`src/sv/e8cp_pkg.sv`:
```
// Shared types and constants for the E8 lattice closest-point quantiser.
// No dependencies; imported by e8cp_coset, e8_lattice_closest_point, e8cp_point_check and the testbench top.
`default_nettype none

package e8cp_pkg;

  // Vector dimension and field widths of the transaction ports.
  localparam int DIM           = 8;
  localparam int IN_W          = 16;
  localparam int OUT_W         = 10;
  localparam int FRAC_BITS_DEF = 8;

  // Doubled coordinates are formed at this width before saturation; it holds
  // twice the largest rounded coordinate for any fraction width.
  localparam int SAT_W   = 19;
  localparam int OUT_MAX = 258;

  typedef logic signed [IN_W-1:0]  coord_t;
  typedef logic signed [OUT_W-1:0] point_t;

endpackage

`default_nettype wire

```
`src/sv/e8cp_coset.sv`:
```
// Two-stage quantiser of one coset (D8 or D8 plus one half) to the D8 lattice.
// Depends on e8cp_pkg; instantiated twice by e8_lattice_closest_point.
`default_nettype none

module e8cp_coset import e8cp_pkg::*; #(
  parameter int FRAC_BITS = FRAC_BITS_DEF,
  parameter bit HALF_OFF  = 1'b0,
  localparam int RW = IN_W + 2 - FRAC_BITS,
  localparam int DW = 2 * FRAC_BITS + 2
) (
  input  wire logic                 clk,
  input  wire coord_t               x [DIM],
  output logic signed [RW-1:0]      pt_r [DIM],
  output logic        [DW-1:0]      dist_r
);

  localparam int VW = IN_W + 1;
  localparam int FW = FRAC_BITS + 1;
  localparam logic [FW-1:0] ONE    = FW'(1) << FRAC_BITS;
  localparam logic [FW-1:0] HALF_E = ONE >> 1;
  localparam logic signed [VW-1:0] OFF = HALF_OFF ? (VW'(1) << (FRAC_BITS - 1)) : VW'(0);

  // Stage B registers: rounded values, squared errors, flip position and parity.
  logic signed [RW-1:0]          res_r [DIM];
  logic signed [RW-1:0]          res_nxt [DIM];
  logic [2*FRAC_BITS-1:0]        sq_r [DIM];
  logic [2*FRAC_BITS-1:0]        sq_nxt [DIM];
  logic [2:0]                    k_r, k_nxt;
  logic [FRAC_BITS-1:0]          magk_r, magk_nxt;
  logic                          negk_r, negk_nxt;
  logic                          par_r, par_nxt;

  logic signed [RW-1:0]          pt_nxt [DIM];
  logic [DW-1:0]                 dist_nxt;

  // Round each shifted coordinate to the nearest integer, ties toward zero.
  // The error magnitude and its sign are kept; the largest magnitude, first
  // index on ties, marks the coordinate to round the wrong way.
  always_comb begin
    logic signed [VW-1:0]    v;
    logic signed [VW-1:0]    sh;
    logic [FW-1:0]           fz;
    logic                    up;
    logic [FRAC_BITS-1:0]    mag [DIM];
    logic [FW-1:0]           mag_w;
    logic                    neg [DIM];
    logic [FRAC_BITS-1:0]    best;
    v        = '0;
    sh       = '0;
    fz       = '0;
    up       = 1'b0;
    mag_w    = '0;
    par_nxt  = 1'b0;
    for (int i = 0; i < DIM; i++) begin
      v          = VW'(x[i]) - OFF;
      sh         = v >>> FRAC_BITS;
      fz         = {1'b0, v[FRAC_BITS-1:0]};
      up         = (fz > HALF_E) || ((fz == HALF_E) && v[VW-1]);
      res_nxt[i] = sh[RW-1:0] + (up ? RW'(1) : RW'(0));
      mag_w      = up ? (ONE - fz) : fz;
      mag[i]     = mag_w[FRAC_BITS-1:0];
      neg[i]     = up;
      sq_nxt[i]  = mag[i] * mag[i];
      par_nxt    = par_nxt ^ res_nxt[i][0];
    end
    best     = mag[0];
    k_nxt    = 3'd0;
    for (int i = 1; i < DIM; i++) begin
      if (mag[i] > best) begin
        best  = mag[i];
        k_nxt = 3'(i);
      end
    end
    magk_nxt = best;
    negk_nxt = neg[k_nxt];
  end

  always_ff @(posedge clk) begin
    res_r  <= res_nxt;
    sq_r   <= sq_nxt;
    k_r    <= k_nxt;
    magk_r <= magk_nxt;
    negk_r <= negk_nxt;
    par_r  <= par_nxt;
  end

  // Apply the wrong-way rounding on odd parity. Flipping one coordinate
  // changes its squared error by ONE^2 - 2*ONE*|err|, so the distance is the
  // sum of the plain squares plus that correction.
  always_comb begin
    logic [FW-1:0] diff;
    logic [DW-1:0] acc;
    diff = ONE - {magk_r, 1'b0};
    acc  = par_r ? (DW'(diff) << FRAC_BITS) : '0;
    for (int i = 0; i < DIM; i++) begin
      acc = acc + DW'(sq_r[i]);
      if (par_r && (k_r == 3'(i))) begin
        pt_nxt[i] = res_r[i] + (negk_r ? -RW'(1) : RW'(1));
      end else begin
        pt_nxt[i] = res_r[i];
      end
    end
    dist_nxt = acc;
  end

  always_ff @(posedge clk) begin
    pt_r   <= pt_nxt;
    dist_r <= dist_nxt;
  end

endmodule

`default_nettype wire

```
`src/sv/e8_lattice_closest_point.sv`:
```
// Top level of the E8 lattice closest-point quantiser: input register, two
// coset quantisers (e8cp_coset) and the coset choice with output register.
// Depends on e8cp_pkg and e8cp_coset.
//
//   channel   ports                                handshake
//   -------   ----------------------------------   -------------------------
//   input     in_coord_0 .. in_coord_7             start high, busy low
//   result    out_point_0 .. out_point_7,          out_valid high for one
//             out_half_coset                       cycle per transaction
//
// One transaction is accepted every cycle; busy stays low.
// Each result passes the input register, rounding and squares, flip and
// distance sum and the coset choice register, in that order, before it is
// on the ports.
// Synchronous active-low reset clears the valid pipeline only.
// The receiver cannot stall; every result is shown once, for one cycle.
`default_nettype none

module e8_lattice_closest_point import e8cp_pkg::*; #(
  parameter int FRAC_BITS = FRAC_BITS_DEF
) (
  input  wire logic   clk,
  input  wire logic   rst_n,
  input  wire logic   start,
  output logic        busy,
  input  wire coord_t in_coord_0,
  input  wire coord_t in_coord_1,
  input  wire coord_t in_coord_2,
  input  wire coord_t in_coord_3,
  input  wire coord_t in_coord_4,
  input  wire coord_t in_coord_5,
  input  wire coord_t in_coord_6,
  input  wire coord_t in_coord_7,
  output logic        out_valid,
  output point_t      out_point_0,
  output point_t      out_point_1,
  output point_t      out_point_2,
  output point_t      out_point_3,
  output point_t      out_point_4,
  output point_t      out_point_5,
  output point_t      out_point_6,
  output point_t      out_point_7,
  output logic        out_half_coset
);

  localparam int RW = IN_W + 2 - FRAC_BITS;
  localparam int DW = 2 * FRAC_BITS + 2;
  localparam logic signed [SAT_W-1:0] SAT_HI = SAT_W'(OUT_MAX);
  localparam logic signed [SAT_W-1:0] SAT_LO = -SAT_W'(OUT_MAX);

  logic                  accept;
  coord_t                x_r [DIM];
  logic                  vld_a_r, vld_b_r, vld_c_r, out_valid_r;
  logic signed [RW-1:0]  pt0 [DIM];
  logic signed [RW-1:0]  pt1 [DIM];
  logic [DW-1:0]         dist0, dist1;
  point_t                point_r [DIM];
  point_t                point_nxt [DIM];
  logic                  half_r, half_nxt;

  assign busy   = 1'b0;
  assign accept = start && !busy;

  // Input register, loaded on each accepted transaction.
  always_ff @(posedge clk) begin
    if (accept) begin
      x_r[0] <= in_coord_0;
      x_r[1] <= in_coord_1;
      x_r[2] <= in_coord_2;
      x_r[3] <= in_coord_3;
      x_r[4] <= in_coord_4;
      x_r[5] <= in_coord_5;
      x_r[6] <= in_coord_6;
      x_r[7] <= in_coord_7;
    end
  end

  // Valid bits that travel alongside the data pipeline.
  always_ff @(posedge clk) begin
    if (!rst_n) begin
      vld_a_r     <= 1'b0;
      vld_b_r     <= 1'b0;
      vld_c_r     <= 1'b0;
      out_valid_r <= 1'b0;
    end else begin
      vld_a_r     <= accept;
      vld_b_r     <= vld_a_r;
      vld_c_r     <= vld_b_r;
      out_valid_r <= vld_c_r;
    end
  end

  // Integer coset D8.
  e8cp_coset #(
    .FRAC_BITS (FRAC_BITS),
    .HALF_OFF  (1'b0)
  ) u_coset_int (
    .clk    (clk),
    .x      (x_r),
    .pt_r   (pt0),
    .dist_r (dist0)
  );

  // Half-integer coset D8 plus one half.
  e8cp_coset #(
    .FRAC_BITS (FRAC_BITS),
    .HALF_OFF  (1'b1)
  ) u_coset_half (
    .clk    (clk),
    .x      (x_r),
    .pt_r   (pt1),
    .dist_r (dist1)
  );

  // Pick the nearer coset (D8 on equal distance), double and saturate.
  always_comb begin
    logic signed [SAT_W-1:0] ext;
    logic signed [SAT_W-1:0] dbl;
    ext      = '0;
    dbl      = '0;
    half_nxt = dist1 < dist0;
    for (int i = 0; i < DIM; i++) begin
      ext = half_nxt ? SAT_W'(pt1[i]) : SAT_W'(pt0[i]);
      dbl = {ext[SAT_W-2:0], half_nxt};
      if (dbl > SAT_HI) begin
        dbl = SAT_HI;
      end else if (dbl < SAT_LO) begin
        dbl = SAT_LO;
      end
      point_nxt[i] = dbl[OUT_W-1:0];
    end
  end

  always_ff @(posedge clk) begin
    point_r <= point_nxt;
    half_r  <= half_nxt;
  end

  assign out_valid      = out_valid_r;
  assign out_point_0    = point_r[0];
  assign out_point_1    = point_r[1];
  assign out_point_2    = point_r[2];
  assign out_point_3    = point_r[3];
  assign out_point_4    = point_r[4];
  assign out_point_5    = point_r[5];
  assign out_point_6    = point_r[6];
  assign out_point_7    = point_r[7];
  assign out_half_coset = half_r;

  // Every accepted transaction is followed by its result strobe.
  a_result_follows: assert property (@(posedge clk) disable iff (!rst_n)
    accept |-> ##4 out_valid)
    else $error("result strobe missing after accepted transaction");

  // No result strobe without a matching accepted transaction.
  a_no_spurious: assert property (@(posedge clk) disable iff (!rst_n)
    out_valid |-> $past(accept, 4))
    else $error("result strobe without a matching transaction");

  // Without saturation the chosen point is a valid E8 point: odd doubled
  // coordinates on the half coset, and an even coordinate sum on D8.
  if (FRAC_BITS >= 8) begin : g_lattice_chk
    a_half_odd: assert property (@(posedge clk) disable iff (!rst_n)
      out_valid && out_half_coset |->
        out_point_0[0] && out_point_1[0] && out_point_2[0] && out_point_3[0] &&
        out_point_4[0] && out_point_5[0] && out_point_6[0] && out_point_7[0])
      else $error("half-coset point has an even doubled coordinate");

    a_d8_even: assert property (@(posedge clk) disable iff (!rst_n)
      out_valid && !out_half_coset |->
        !(out_point_0[1] ^ out_point_1[1] ^ out_point_2[1] ^ out_point_3[1] ^
          out_point_4[1] ^ out_point_5[1] ^ out_point_6[1] ^ out_point_7[1]))
      else $error("D8 point has an odd coordinate sum");
  end

endmodule

`default_nettype wire

```
`config.mk`:
```
export PLATFORM = sky130hd
export DESIGN_NAME = e8_lattice_closest_point
export DESIGN_NICKNAME = d
export VERILOG_FILES = /design/src/sv/e8cp_pkg.sv /design/src/sv/e8cp_coset.sv /design/src/sv/e8_lattice_closest_point.sv
export SDC_FILE = /design/constraint.sdc
export NUM_CORES = 2
export LEC_CHECK = 0
export ABC_CLOCK_PERIOD_IN_PS = 32299
export BUFFER_PORTS_ARGS = -buffer_cell sky130_fd_sc_hd__buf_2
export CAP_MARGIN = 20
export CORE_ASPECT_RATIO = 0.75
export CORE_MARGIN = 2
export CORE_UTILIZATION = 55
export CTS_CLUSTER_SIZE = 16
export DETAILED_ROUTE_END_ITERATION = 8
export HOLD_SLACK_MARGIN = 0.08
export PLACE_DENSITY_LB_ADDON = 0.2
export SYNTH_ARGS = -nofsm -noshare
export SYNTH_HDL_FRONTEND = slang
export SYNTH_HIERARCHICAL = 1
export SYNTH_SLANG_ARGS = --single-unit
```
`constraint.sdc`:
```
create_clock -name clk -period 32.3 [get_ports clk]
set_clock_uncertainty 0.15 [all_clocks]
set_input_delay 6.46 -clock clk [delete_from_list [all_inputs] [get_ports clk]]
set_output_delay 6.46 -clock clk [all_outputs]
set_load 0.1 [all_outputs]
```
==> metrics.yaml <==
outcome:
  status: "completed"
sta:
  final_max_slew_viol_count: 0
  setup_violations: 0
  fin_crit_sh: 0.584
  period_needed_ps: 18870
  rsz0062_at_grt: "no"
  max_freq_ghz: 0.0530
  maxSlewHeadroom: 0.163
  hold_viol_final: 0
  tightest_slew_ps: 1250
  fin_tns_setup_ps: 0
critical_path:
  slowest_delay_ps: 770
  path_class: "flip-flop to flip-flop"
  worst_r2r_endpoint: "u_coset_int/negk_r$_DFF_P_"
  r2r-start: "x_r[96]$_DFFE_PP_"
  crit_arrival_ps: 19350
  reg2reg_slack_ps: 13430
  worst_path_most_repeated_cell: "a21o_1"
  startpoint_type: "flip-flop"
  worst-r2r-cell-count: 68
  slowest_stage: "edfxtp_1"
  worst_setup_path_end_kind: "flip-flop"
  cp.required_ps: 32780
  cp_max_fo: 17
global_routing:
  grt_max_degree: 49
  grt_usage: 0.307
  grt_pass1_wl_mm: 294
  grt.overflow.total: 0
  grt_pass1_vias: 50400
  antenna_found_initial: 4
cts:
  cts_hold_buf: 0
  cts_buffers: 89
  post_cts_resized: 0
  clock-sinks: 828
  cts_root_buf: "clkbuf_16"
  clk_latency_ps: 730
  path_clk_slew_ps: 70
  clockBufferDepth: 3
  post-cts-setup-buffer-count: 0
  cts_tree: "done"
  htreeDepth: 3
route:
  vias_per_cell: 5.51
  wl_mm: 191
  drt_first_pass_iters: 6
  drtIter0Drc: 4364
  remaining_drc_errors: 0
  final_antenna_net_count: 0
  routedWlPerCell_um: 20.9
  num_vias: 50400
layout:
  synthToLayoutAreaGrowth_pct: 9.84
  mostFrequentLayoutCells: "inv_1, ha_1, dfxtp_1, fa_1, nor2_1"
  finalNetCount: 9005
  final_common_cell: "inv_1"
  post_route_cells_drive_above_1_share: 0.0797
  fill_cells: 10400
run:
  maxCapViolCount: 0
synth:
  synthFlopType: "dfxtp_1"
  syn_inst: 7093
  synthesis.area_um2: 67500
  synth.distinct_cells: 107
  yosysSeqAreaShare: 0.264
  synth-edff-count: 128
  yosys_warnings: 6
  avgSynthCellArea_um2: 9.52
  ys_async_sr_fraction: 0
  synth_seq_cells: 828
place:
  hpwl_mm: 158
  port_buffers: 212
  place.gp.congestion: 0.975
floorplan:
  ios: 214
  start_util: 0.554
  die_area_um2: 126000
  die_h_um: 307
  die_w_um: 409
  core.rowCount: 111
  core_um2: 122000
min_path:
  hold_start: "u_coset_half/res_r[59]$_DFF_P_"
  min_to: "u_coset_half/pt_r[59]$_DFF_P_"
  hold_path_depth: 1
  hold_path_class: "flip-flop to flip-flop"
==> final cells by class <==
cell class | instances | area [um2] | share of cell area
diodes | 2 | 5.00 | 0.0000675
well taps | 1638 | 2050 | 0.0276
repair buffers | 294 | 1680 | 0.0227
flip-flops and latches | 828 | 17900 | 0.241
clock inverters | 46 | 495 | 0.00668
inverters | 1041 | 3910 | 0.0527
multi-input cells | 5190 | 45600 | 0.614
clock buffers | 119 | 2610 | 0.0352
==> state kept, by name, summed over array words and instances (netlist names), 18 cells and up <==
| name | count |
|---|---|
| u_coset_int/pt_r | 80 |
| x_r | 128 |
| u_coset_half/dist_r | 18 |
| u_coset_int/dist_r | 18 |
| u_coset_half/res_r | 80 |
| u_coset_int/sq_r | 120 |
| u_coset_half/sq_r | 120 |
| u_coset_half/pt_r | 80 |
| u_coset_int/res_r | 73 |
==> kinds of logic after synthesis <==
family | count (synthesis) | synth area share
simple gates | 1643 | 0.112
fa+ha+maj | 1445 | 0.335
compound gates | 1205 | 0.111
buf+inv | 1143 | 0.0648
flops | 828 | 0.264
xor+xnor | 664 | 0.0869
mux | 160 | 0.0260
other cells | 5 | 0.000278
==> critical path, delay by kind of cell (launching register included) <==
kind / cells / cell delay (ps)
AND/OR/NAND/NOR: 17 / 3740
XOR/XNOR: 1 / 620
AO/OA/AOI/OAI: 30 / 7130
multiplexers: 6 / 2190
buffers and inverters: 5 / 1200
flip-flops: 1 / 770
adder cells (fa/ha/maj): 9 / 2940
==> how the worst max path moves through the flow <==
| stage | startpoint | endpoint | slack, ps | depth (start not counted) |
|---|---|---|---|---|
| finish | x_r[96]$_DFFE_PP_ | u_coset_int/negk_r$_DFF_P_ | 13430 | 68 |
| detailed placement | x_r[112]$_DFFE_PP_ | u_coset_int/negk_r$_DFF_P_ | 13800 | 68 |
| global placement | x_r[112]$_DFFE_PP_ | u_coset_int/negk_r$_DFF_P_ | 14010 | 68 |
| CTS | x_r[112]$_DFFE_PP_ | u_coset_int/negk_r$_DFF_P_ | 13720 | 68 |
| floorplan | x_r[112]$_DFFE_PP_ | u_coset_int/negk_r$_DFF_P_ | 17160 | 71 |
| global route | x_r[112]$_DFFE_PP_ | u_coset_int/negk_r$_DFF_P_ | 12280 | 70 |
==> synthesized netlist by cell type (12+ instances only) <==
cell	n	area share
a211oi_1	12	0.0013
a21boi_0	16	0.0018
a21o_1	113	0.013
a21oi_1	366	0.027
a31oi_1	17	0.0016
and2_1	39	0.0036
and3_1	26	0.0024
and4_1	12	0.0016
clkbuf_1	78	0.0043
dfxtp_1	700	0.21
edfxtp_1	128	0.057
fa_1	608	0.18
ha_1	822	0.15
inv_1	1030	0.057
maj3_1	15	0.0022
mux2_2	66	0.011
mux2_4	12	0.0027
mux2i_1	76	0.011
nand2_1	526	0.029
nand2b_1	62	0.0057
nand3_1	94	0.0070
nand3b_1	14	0.0016
nand4_1	44	0.0041
nor2_1	555	0.031
nor2b_1	73	0.0068
nor3_1	80	0.0059
nor4_1	28	0.0026
o21a_1	38	0.0042
o21ai_0	347	0.026
o21bai_1	126	0.014
o22ai_1	15	0.0014
o31a_1	14	0.0018
o31ai_1	28	0.0031
or2_2	13	0.0012
or3_1	24	0.0022
xnor2_1	482	0.063
xor2_1	175	0.023
==> metal layers <==
metal,routed length [um],share of wire,GRT usage,up-vias
li1,-,-,-,24000
met1,89500,0.47,0.447,24400
met2,79700,0.42,0.455,1780
met3,16600,0.087,0.0678,275
met4,5750,0.030,0.0882,0
met5,0,0,0,-
==> per-stage QoR <==
| stage | std cells | util | worst slack [ps] | hold WS (ps) | instance area [um2] |
|---|---|---|---|---|---|
| detailed placement | 8991 | 0.583 | 13800 | 268 | 71100 |
| global route | 9156 | 0.608 | 12280 | 297 | 74200 |
| floorplan | 7161 | - | 17160 | 232 | 67800 |
| finish | 9158 | 0.608 | 13430 | 275 | 74200 |
| CTS | 9156 | 0.608 | 13720 | 275 | 74200 |
| global placement | 8991 | 0.583 | 14010 | 263 | 71100 |
Power is not shown: default switching activity piles up to over one toggle a cycle in this logic, so the estimate is an artifact.
